## config.mk

```make
export PLATFORM = sky130hd
export DESIGN_NAME = stable_priority_queue_core_flat
export DESIGN_NICKNAME = d
export VERILOG_FILES = /design/src/design/spq_pkg.sv /design/src/design/spq_chan_if.sv /design/src/design/spq_ctrl.sv /design/src/design/spq_dp.sv /design/src/design/stable_priority_queue_core.sv /design/src/flat_wrapper.sv
export SDC_FILE = /design/constraint.sdc
export NUM_CORES = 1
export LEC_CHECK = 0
export BUFFER_PORTS_ARGS = -buffer_cell sky130_fd_sc_hd__clkbuf_2
export CAP_MARGIN = 0
export CORE_MARGIN = 2
export CORE_UTILIZATION = 63
export DETAILED_ROUTE_END_ITERATION = 7
export PLACE_DENSITY = 0.85
export SLEW_MARGIN = 0
export SYNTH_ARGS = -nofsm -noshare
export SYNTH_HDL_FRONTEND = slang
export SYNTH_SLANG_ARGS = --single-unit
```

## constraint.sdc

```tcl
create_clock -name clk -period 4.3 [get_ports clk]
set_clock_uncertainty 0.15 [all_clocks]
set_input_delay 0 -clock clk [delete_from_list [all_inputs] [get_ports clk]]
set_output_delay 0 -clock clk [all_outputs]
set_load 0.05 [all_outputs]
```

## src/design/spq_pkg.sv

```systemverilog
`timescale 1ns / 1ps
// Shared types, constants and controller codes of the stable priority queue.
package spq_pkg;

	localparam int unsigned DEF_CAPACITY = 16;
	localparam int unsigned PRIO_W = 16;
	localparam int unsigned PAY_W = 32;
	localparam int unsigned OCC_W = 5;

	localparam logic OP_INSERT = 1'b0;
	localparam logic OP_REMOVE = 1'b1;

	typedef struct packed {
		logic              opcode;
		logic [PRIO_W-1:0] priority_req;
		logic [PAY_W-1:0]  payload;
	} req_t;

	typedef struct packed {
		logic              out_valid;
		logic [PRIO_W-1:0] out_priority;
		logic [PAY_W-1:0]  out_payload;
		logic              overflow;
		logic [OCC_W-1:0]  occupancy;
	} rsp_t;

	typedef struct packed {
		logic [PRIO_W-1:0] prio;
		logic [PAY_W-1:0]  pay;
	} entry_t;

	typedef enum logic [2:0] {
		ST_IDLE,
		ST_DISPATCH,
		ST_CMP,
		ST_READ,
		ST_WRITE_NEW,
		ST_RESULT
	} state_t;

	typedef enum logic [1:0] {
		RES_INS,
		RES_OVF,
		RES_EMPTY,
		RES_POP
	} res_kind_t;

	typedef struct packed {
		logic      load_in;
		logic      rd_prev;
		logic      rd_head;
		logic      wr_shift;
		logic      wr_new;
		logic      push;
		res_kind_t kind;
	} cmd_t;

	typedef struct packed {
		logic is_remove;
		logic full;
		logic empty;
		logic left_one;
		logic older_gt;
		logic out_free;
	} status_t;

endpackage

```

## src/design/spq_chan_if.sv

```systemverilog
`timescale 1ns / 1ps
// Valid/ready channel interface carrying one beat of a typed payload.
interface spq_chan_if #(
	parameter type T = logic
);
	logic valid;
	logic ready;
	T     data;

	modport source (output valid, output data, input ready);
	modport sink (input valid, input data, output ready);
endinterface

```

## src/design/spq_ctrl.sv

```systemverilog
`timescale 1ns / 1ps
// Controller state machine sequencing inserts, removes and result beats.
module spq_ctrl (
	input  logic             clk,
	input  logic             arst_n,
	input  logic             req_valid,
	output logic             req_ready,
	input  spq_pkg::status_t status,
	output spq_pkg::cmd_t    cmd
);

	spq_pkg::state_t    state_q, state_d;
	spq_pkg::res_kind_t kind_q, kind_d;

	always_ff @(posedge clk or negedge arst_n) begin
		if (!arst_n) begin
			state_q <= spq_pkg::ST_IDLE;
			kind_q  <= spq_pkg::RES_INS;
		end else begin
			state_q <= state_d;
			kind_q  <= kind_d;
		end
	end

	always_comb begin
		state_d   = state_q;
		kind_d    = kind_q;
		req_ready = 1'b0;
		cmd       = '0;
		cmd.kind  = kind_q;
		case (state_q)
			spq_pkg::ST_IDLE: begin
				req_ready = 1'b1;
				if (req_valid) begin
					cmd.load_in = 1'b1;
					state_d     = spq_pkg::ST_DISPATCH;
				end
			end
			spq_pkg::ST_DISPATCH: begin
				if (status.is_remove) begin
					if (status.empty) begin
						kind_d = spq_pkg::RES_EMPTY;
					end else begin
						cmd.rd_head = 1'b1;
						kind_d      = spq_pkg::RES_POP;
					end
					state_d = spq_pkg::ST_RESULT;
				end else if (status.full) begin
					kind_d  = spq_pkg::RES_OVF;
					state_d = spq_pkg::ST_RESULT;
				end else if (status.empty) begin
					state_d = spq_pkg::ST_WRITE_NEW;
				end else begin
					cmd.rd_prev = 1'b1;
					state_d     = spq_pkg::ST_CMP;
				end
			end
			spq_pkg::ST_CMP: begin
				if (status.older_gt) begin
					cmd.wr_shift = 1'b1;
					state_d = status.left_one ? spq_pkg::ST_WRITE_NEW : spq_pkg::ST_READ;
				end else begin
					state_d = spq_pkg::ST_WRITE_NEW;
				end
			end
			spq_pkg::ST_READ: begin
				cmd.rd_prev = 1'b1;
				state_d     = spq_pkg::ST_CMP;
			end
			spq_pkg::ST_WRITE_NEW: begin
				cmd.wr_new = 1'b1;
				kind_d     = spq_pkg::RES_INS;
				state_d    = spq_pkg::ST_RESULT;
			end
			spq_pkg::ST_RESULT: begin
				if (status.out_free) begin
					cmd.push = 1'b1;
					state_d  = spq_pkg::ST_IDLE;
				end
			end
			default: begin
				state_d = spq_pkg::ST_IDLE;
			end
		endcase
	end

endmodule

```

## src/design/spq_dp.sv

```systemverilog
`timescale 1ns / 1ps
// Datapath: circular sorted entry memory, head and count, insert cursor, result register.
module spq_dp #(
	parameter int unsigned CAPACITY = spq_pkg::DEF_CAPACITY
) (
	input  logic              clk,
	input  logic              arst_n,
	input  spq_pkg::req_t     req_data,
	input  spq_pkg::cmd_t     cmd,
	output spq_pkg::status_t  status,
	output logic              rsp_valid,
	input  logic              rsp_ready,
	output spq_pkg::rsp_t     rsp_data
);

	localparam int unsigned IDX_W = $clog2(CAPACITY);
	localparam int unsigned CNT_W = $clog2(CAPACITY + 1);
	localparam int unsigned SUM_W = IDX_W + 1;
	localparam logic [IDX_W-1:0] LAST_IDX = IDX_W'(CAPACITY - 1);
	localparam logic [CNT_W-1:0] CAP_CNT = CNT_W'(CAPACITY);
	localparam logic [SUM_W-1:0] CAP_SUM = SUM_W'(CAPACITY);

	spq_pkg::entry_t mem [CAPACITY];
	spq_pkg::entry_t rdata_q;
	spq_pkg::entry_t wr_data;
	spq_pkg::req_t   req_q;
	spq_pkg::rsp_t   rsp_q, rsp_d;
	logic            rsp_valid_q;

	logic [IDX_W-1:0] head_q, cur_q;
	logic [CNT_W-1:0] count_q, left_q;
	logic [IDX_W-1:0] cur_prev, head_next, tail_idx, rd_idx, wr_idx;
	logic [SUM_W-1:0] tail_sum, tail_wrap;
	logic             rd_en, wr_en;

	assign cur_prev  = (cur_q == '0) ? LAST_IDX : cur_q - 1'b1;
	assign head_next = (head_q == LAST_IDX) ? '0 : head_q + 1'b1;
	assign tail_sum  = SUM_W'(head_q) + SUM_W'(count_q);
	assign tail_wrap = tail_sum - CAP_SUM;
	assign tail_idx  = (tail_sum >= CAP_SUM) ? tail_wrap[IDX_W-1:0] : tail_sum[IDX_W-1:0];

	assign rd_en   = cmd.rd_prev | cmd.rd_head;
	assign rd_idx  = cmd.rd_head ? head_q : cur_prev;
	assign wr_en   = cmd.wr_shift | cmd.wr_new;
	assign wr_idx  = cur_q;
	assign wr_data = cmd.wr_new ? spq_pkg::entry_t'({req_q.priority_req, req_q.payload})
		: rdata_q;

	always_ff @(posedge clk) begin
		if (wr_en) begin
			mem[wr_idx] <= wr_data;
		end
		if (rd_en) begin
			rdata_q <= mem[rd_idx];
		end
	end

	always_ff @(posedge clk) begin
		if (cmd.load_in) begin
			req_q <= req_data;
		end
		if (cmd.push) begin
			rsp_q <= rsp_d;
		end
	end

	always_ff @(posedge clk or negedge arst_n) begin
		if (!arst_n) begin
			head_q      <= '0;
			count_q     <= '0;
			cur_q       <= '0;
			left_q      <= '0;
			rsp_valid_q <= 1'b0;
		end else begin
			if (cmd.load_in) begin
				cur_q  <= tail_idx;
				left_q <= count_q;
			end else if (cmd.wr_shift) begin
				cur_q  <= cur_prev;
				left_q <= left_q - 1'b1;
			end
			if (cmd.wr_new) begin
				count_q <= count_q + 1'b1;
			end else if (cmd.push && cmd.kind == spq_pkg::RES_POP) begin
				count_q <= count_q - 1'b1;
				head_q  <= head_next;
			end
			if (cmd.push) begin
				rsp_valid_q <= 1'b1;
			end else if (rsp_ready) begin
				rsp_valid_q <= 1'b0;
			end
		end
	end

	always_comb begin
		rsp_d           = '0;
		rsp_d.occupancy = spq_pkg::OCC_W'(count_q);
		case (cmd.kind)
			spq_pkg::RES_POP: begin
				rsp_d.out_valid    = 1'b1;
				rsp_d.out_priority = rdata_q.prio;
				rsp_d.out_payload  = rdata_q.pay;
				rsp_d.occupancy    = spq_pkg::OCC_W'(count_q - 1'b1);
			end
			spq_pkg::RES_OVF: begin
				rsp_d.overflow = 1'b1;
			end
			default: begin
				rsp_d.out_valid = 1'b0;
			end
		endcase
	end

	assign status.is_remove = (req_q.opcode == spq_pkg::OP_REMOVE);
	assign status.full      = (count_q == CAP_CNT);
	assign status.empty     = (count_q == '0);
	assign status.left_one  = (left_q == CNT_W'(1));
	assign status.older_gt  = (rdata_q.prio > req_q.priority_req);
	assign status.out_free  = !rsp_valid_q || rsp_ready;

	assign rsp_valid = rsp_valid_q;
	assign rsp_data  = rsp_q;

endmodule

```

## src/design/stable_priority_queue_core.sv

```systemverilog
`timescale 1ns / 1ps
// Top level of the stable priority queue: controller, datapath and channel hookup.
//
//  channel | role   | beat carries
//  --------+--------+----------------------------------------------------------
//  req     | sink   | opcode, priority_req, payload
//  rsp     | source | out_valid, out_priority, out_payload, overflow, occupancy
//
// One item is worked on at a time: a new req beat is accepted only once the last result is pushed.
// A remove reads the head entry; an insert into a full queue gives an overflow result. An insert
// walks down from the tail: each older entry of greater priority costs one read and one
// compare-and-write and moves up a slot, then the new entry is written into the freed slot.
// The result register lets a new beat be accepted while the previous result is unread.
// A stalled rsp holds the controller in its result state. arst_n empties the queue.
module stable_priority_queue_core #(
	parameter int unsigned CAPACITY = spq_pkg::DEF_CAPACITY
) (
	input logic         clk,
	input logic         arst_n,
	spq_chan_if.sink    req,
	spq_chan_if.source  rsp
);

	spq_pkg::cmd_t    cmd;
	spq_pkg::status_t status;

	spq_ctrl u_ctrl (
		.clk       (clk),
		.arst_n    (arst_n),
		.req_valid (req.valid),
		.req_ready (req.ready),
		.status    (status),
		.cmd       (cmd)
	);

	spq_dp #(
		.CAPACITY (CAPACITY)
	) u_dp (
		.clk       (clk),
		.arst_n    (arst_n),
		.req_data  (req.data),
		.cmd       (cmd),
		.status    (status),
		.rsp_valid (rsp.valid),
		.rsp_ready (rsp.ready),
		.rsp_data  (rsp.data)
	);

endmodule

```

## src/flat_wrapper.sv

```systemverilog
// flat-port wrapper written by rule: the top's interface ports become plain ports
module stable_priority_queue_core_flat 
#(
	parameter int unsigned CAPACITY = spq_pkg::DEF_CAPACITY
)
  (clk, arst_n, req_valid, req_data, req_ready, rsp_valid, rsp_data, rsp_ready);
  spq_chan_if req_i ();
  spq_chan_if rsp_i ();
  input logic clk;
  input logic arst_n;
  input wire logic [$bits(req_i.valid)-1:0] req_valid;
  input wire logic [$bits(req_i.data)-1:0] req_data;
  output wire logic [$bits(req_i.ready)-1:0] req_ready;
  output wire logic [$bits(rsp_i.valid)-1:0] rsp_valid;
  output wire logic [$bits(rsp_i.data)-1:0] rsp_data;
  input wire logic [$bits(rsp_i.ready)-1:0] rsp_ready;
  assign req_i.valid = req_valid;
  assign req_i.data = req_data;
  assign req_ready = req_i.ready;
  assign rsp_valid = rsp_i.valid;
  assign rsp_data = rsp_i.data;
  assign rsp_i.ready = rsp_ready;
  stable_priority_queue_core #(.CAPACITY(CAPACITY)) u_core (.clk(clk), .arst_n(arst_n), .req(req_i), .rsp(rsp_i));
endmodule
```

; ---- Word-level counts from Yosys, hierarchy flattened
; Memory sizes are Yosys's and may differ from the RTL's. A register that Yosys moved wholly into a read port is not among the register bits.
; Cells that the tools add are included.
; W data, S select, Z words.
[word_totals]
reg_bits = 26
mem_bits_rw = 768
inputBits = 5
output_inout_bits = 3
memories = 1
[op_classes]
add_sub_neg = 7
n_lt_le_gt_ge = 2
n_eq_ne = 12
muxes = 35
bitwise = 2
n_reduce_logical = 13
[mem_list]
columns = name, words, word_bits, rd, rd_ports_with_merged_regs, write_ports, line
row1 = u_core.u_dp.mem, 16, 48, 1, 1, 1, spq_dp.sv:23  ; spq_pkg::entry_t mem [CAPACITY];
[op_table]
columns = operator, n
row1 = $mux W48, 1
row2 = $mux W4, 5
row3 = $mux W5, 4
row4 = $mux W3, 6
row5 = $pmux W3 S6, 1
row6 = $gt A16 B1 Y1 const B, 1
row7 = $mux W1, 15
row8 = $sub A5 B1 Y5 const B, 2
row9 = $reduce_bool A2 Y1, 4
row10 = $sub A4 B1 Y4 const B, 2
row11 = $eq A3 B2 Y1 const B, 2
row12 = $eq A3 B3 Y1 const B, 2
row13 = $reduce_and A2 Y1, 3
row14 = $add A4 B5 Y5, 1
row15 = $add A5 B1 Y5 const B, 1
row16 = $eq A5 B1 Y1 const B, 1
row17 = $eq A5 B5 Y1 const B, 1
row18 = $ge A5 B5 Y1 const B, 1
row19 = $logic_not A5 Y1, 1
row20 = $add A4 B1 Y4 const B, 1
row21 = $eq A4 B4 Y1 const B, 1
row22 = $logic_not A4 Y1, 1
row23 = $ne A2 B1 Y1 const B, 2
row24 = $pmux W2 S2, 1
row25 = other kinds (11), 11

; ---- Logic depth before layout (Yosys ltp)
[depth]
word_depth = 7
depth_mapped = 11
mapped_depth_nobuf = 8

; ---- Hierarchy
; Synthesis repeated with hierarchy kept, for this count alone.
[hier_totals]
cells_unflattened = 1707
area_unflattened_um2 = 36351.1
[by_module_without_submodules]
columns = mod, instances, cells_each, area_per_inst_um2
row1 = spq_dp, 1, 1660, 35989.5
row2 = spq_ctrl, 1, 46, 357.8
row3 = stable_priority_queue_core, 1, 1, 3.8

; ---- Least setup slack after synthesis
; OpenSTA, ideal clock, no wires.
[synth_timing]
path_kind = register to register
from = register u_core.u_dp.cur_q[0]
to = memory u_core.u_dp.mem[12][32] (netlist bit), enable pin
setup_ns = 0.413
arrival_ns = 2.534
t_required_ns = 3.737
setup_slack_ns = 1.203
stages_incl_launch_ff = 8
period_less_slack_ns = 3.097
path_cell_list = dfrtp_1 > buf_2 > inv_2 > ha_1 > buf_6 > buf_2 > nand2_1 > nor3b_1
[synth_lines]
columns = item, line
row1 = from (decl), spq_dp.sv:30  ; logic [IDX_W-1:0] head_q, cur_q;
row2 = from (signal assigned), spq_dp.sv:76  ; cur_q <= tail_idx;
row3 = from (signal assigned), spq_dp.sv:79  ; cur_q <= cur_prev;
row4 = to (decl), spq_dp.sv:23
; No word-level cell before the write port.

; ---- Worst setup path in the final report
[layout_timing]
from = register u_core.u_dp.cur_q[0]
to = register, netlist name u_core.u_dp.rdata_q[34]
[layout_between]
elab_chain_len = 2
[layout_lines]
columns = item, line
row1 = $sub A4 B1 Y4 / $logic_not A4 Y1 (equally long branches), spq_dp.sv:36  ; assign cur_prev = (cur_q == '0) ? LAST_IDX : cur_q - 1'b1;
row2 = $mux W4 (*), spq_dp.sv:36
; Mark *: on every way between the ends. The rest lies on a longest branch, timed or not.
; A chain may end at the register's enable or synchronous reset.

==> flow_metrics.py <==
metrics = {
    "outcome": {
        "status": "completed",
    },
    "power_and_ir_drop": {
        "p_int_uw": 6930,
        "seq_power_share": 0.384,
        "switching_share": 0.385,
        "ir_drop_uv": 469,
        "clock_power_share": 0.208,
        "p_per_area_nw_per_um2": 852,
        "switchingPower_uw": 4330,
        "power.leakage_uw": 0.00438,
        "pwr-share-comb": 0.408,
    },
    "critical_path": {
        "arrival_ns": 3.82,
        "critical_path_peak_fanout": 22,
        "timing.rr.start": "u_core.u_dp.cur_q[0]",
        "r2r_setup_slack_ns": 0.62,
        "critPathMaxStageDelay_ns": 0.55,
        "path_cells": "inv_2, ha_2, nor3b_4, buf_4, nor2_4, buf_4, mux2i_1, o221ai_1, a31o_2",
        "worstReg2RegEnd": "u_core.u_dp.rdata_q[34]",
        "rr_worst_depth": 9,
        "cp-start-kind": "register",
        "end_kind": "register",
        "cpMostUsedCell": "buf_4",
        "critPathKind": "register to register",
        "crit_path_top_delay_cell": "dfrtp_4",
        "critPathRequiredTime_ns": 4.44,
    },
    "synth": {
        "synth_mux_area_frac": 0.0496,
        "synthXorXnorAreaFrac": 0.00738,
        "ys_seq_area_frac": 0.719,
        "avgSynthCellArea_um2": 15.5,
        "syn_area_um2": 12000,
        "ys_seq_elements": 291,
        "ys_async_sr_fraction": 0.0619,
        "yosysWarnings": 0,
        "ys_types": 67,
        "synthSimpleGateAreaFrac": 0.0702,
        "synth-compound-area-share": 0.115,
        "synth_edf_count": 273,
        "synth_top_family_by_area": "compound AO/OA/AOI/OAI gates",
        "syn_inst": 777,
        "synth-adder-area-share": 0.0110,
        "synth_top_flop_cell": "edfxtp_1",
        "syn-num-nets": 792,
    },
    "finish": {
        "nets": 806,
        "multi_input_comb_area_um2": 3110,
        "regArea_um2": 8650,
        "mostFrequentLayoutCell": "edfxtp_1",
        "layout-drive-gt1-share": 0.141,
        "areaGrowthSynthToFinish_pct": 9.92,
        "antenna_cells": 0,
        "layout_common_cells": "edfxtp_1 (273), o21ai_0 (45), mux2i_1 (42), nand2_1 (39), a221oi_1 (35)",
        "num-fill-cells": 1081,
    },
    "detailed_routing": {
        "wirelength_um": 27500,
        "final_antenna_net_count": 0,
        "drt_iter0_drc": 1027,
        "wl_per_cell_um": 26.4,
        "drc": 0,
        "via_per_inst": 7.04,
        "vias": 7354,
        "drt-pass1-iter-count": 6,
    },
    "clocking": {
        "htreeDepth": 1,
        "cts_root_buf": "clkbuf_16",
        "cts_setup_buffers": 0,
        "cts_buffers": 28,
        "clock-sinks": 291,
        "cts_tree": "yes",
        "cts_buffer_depth": 3,
        "clkLatencyLatePin_ns": 0.55,
        "path_clk_slew_ns": 0.06,
    },
    "timing": {
        "worstMarginPinSlew_ns": 1.30,
        "finalSetupViolations": 0,
        "finalCriticalPeriod_ns": 3.68,
        "slew_viol_final": 0,
        "tns_ns": 0,
        "hold_viol": 0,
        "fmax_mhz": 272,
        "final.setup.worst_slack_ns": 0.625,
        "grt_setup_unrepaired": "no",
        "post-route-period-util": 0.855,
        "max-slew-margin-rel": 0.132,
    },
    "global_routing": {
        "grt_pass1_vias": 7256,
        "antenna_found_initial": 0,
        "grt_usage": 0.276,
        "grt.overflow.total": 0,
        "grt_pass1_wl_um": 41900,
        "grt_max_degree": 70,
    },
    "floorplan": {
        "core.rowCount": 50,
        "fp.dieH_um": 142,
        "initial_core_util": 0.643,
        "io_pins": 8,
        "core-area_um2": 18700,
        "die_area_um2": 20200,
        "die_w_um": 142,
    },
    "placement": {
        "hpwl_um": 15300,
        "portBuffers": 6,
        "routabilityCongestion": 0.807,
        "place_worst_setup_slack_ns": 0.713,
    },
    "min_path": {
        "min-delay-path-class": "input pin to register",
        "hold_start": "rsp_ready",
        "hold_end": "u_core.u_dp.rsp_valid",
        "min_path_cells": 4,
    },
    "run": {
        "maxCapViolCount": 0,
    },
}
how the worst max path moves through the flow:
stage                                    start                      end  slack, ns
after floorplan           u_core.u_dp.cur_q[0]  u_core.u_dp.mem[12][32]       1.20
after global placement    u_core.u_dp.cur_q[0]  u_core.u_dp.rdata_q[41]       0.81
after detailed placement  u_core.u_dp.cur_q[0]  u_core.u_dp.rdata_q[45]       0.71
after CTS                 u_core.u_dp.cur_q[0]  u_core.u_dp.rdata_q[45]       0.67
after global routing      u_core.u_dp.cur_q[0]  u_core.u_dp.rdata_q[41]       0.48
final                     u_core.u_dp.cur_q[0]  u_core.u_dp.rdata_q[34]       0.62
power groups by stage:
stage                     combinational, uW  clock (uW)  sequential, uW
final                                  4600        2340            4320
after global routing                   4930        2470            4350
after CTS                              4500        2360            4310
after detailed placement               4440           0            4370
after global placement                 4160           0            4340
after floorplan                        3320           0            4240
cell type report:
type	instances	area share
Sequential cell	291	0.654
Multi-Input combinational cell	423	0.235
Clock buffer	38	0.0597
Tap cell	234	0.0221
Timing Repair Buffer	34	0.0189
Clock inverter	12	0.00634
Inverter	13	0.00369
worst max-delay path: cells and delay by family (launching register included):
kind	cells	cell delay (ns)
buf+inv	3	0.88
simple gates	2	0.71
flops	1	0.55
compound gates	2	0.44
fa+ha+maj	1	0.40
mux	1	0.23
state kept, by name, indices dropped and copies added, names as in the netlist:
| name | flops |
|---|---|
| u_core.u_dp.count_q | 5 |
| u_core.u_dp.left_q | 5 |
| u_core.u_dp.rsp_valid | 1 |
| u_core.u_dp.rdata_q | 16 |
| u_core.u_ctrl.state_q | 3 |
| u_core.u_dp.cur_q | 4 |
| u_core.u_dp.mem | 256 |
| u_core.u_dp.rsp_data | 1 |
per-layer routing:
layer | vias up | track usage | wire (um)
li1 | 3139 | - | -
met1 | 3592 | 0.370 | 10100
met2 | 533 | 0.449 | 13500
met3 | 90 | 0.0552 | 2890
met4 | 0 | 0.118 | 1020
met5 | - | 0 | 0
logic make-up (layout without fill, tap and decap cells):
group | count (synthesis) | count (layout)
simple gates | 163 | 163
buf+inv | 63 | 97
mux | 51 | 51
compound gates | 191 | 191
flops | 291 | 291
xor+xnor | 8 | 8
fa+ha+maj | 10 | 10
through the flow:
step / instance area, um2 / util / std cells / hold WS, ns / power (uW)
after floorplan: 12000 / - / 777 / -0.446 / 7570
after detailed placement: 12300 / 0.658 / 991 / -0.180 / 8810
after CTS: 13200 / 0.707 / 1045 / 0.154 / 11200
after global routing: 13200 / 0.707 / 1045 / 0.249 / 11800
final: 13200 / 0.707 / 1045 / 0.170 / 11300
after global placement: 12300 / 0.658 / 991 / -0.201 / 8500
Yosys cell counts (all sizes together) (6+ instances only):
cell    count  area [um2]
edfxtp    273        8200
and2       17         106
a31o       13         114
ha          9         113
o21ai      46         241
inv        13        48.8
o221ai     10        87.6
nand2      40         166
a221o       7        70.1
clkbuf     21        78.8
nor2       26        97.6
mux2i      42         420
nor3       24         120
nand2b     10        70.1
nand3      22         110
a221oi     35         307
a21oi      18        93.8
mux4        6         143
a31oi      22         138
buf        29         213
dfrtp      18         450
what timing repair did:
action,in CTS,in global routing
endpoints found under the hold margin,31,0
hold buffers,4,0
gates resized for setup,0,0
Note: power is estimated with default switching activity, not from simulation.
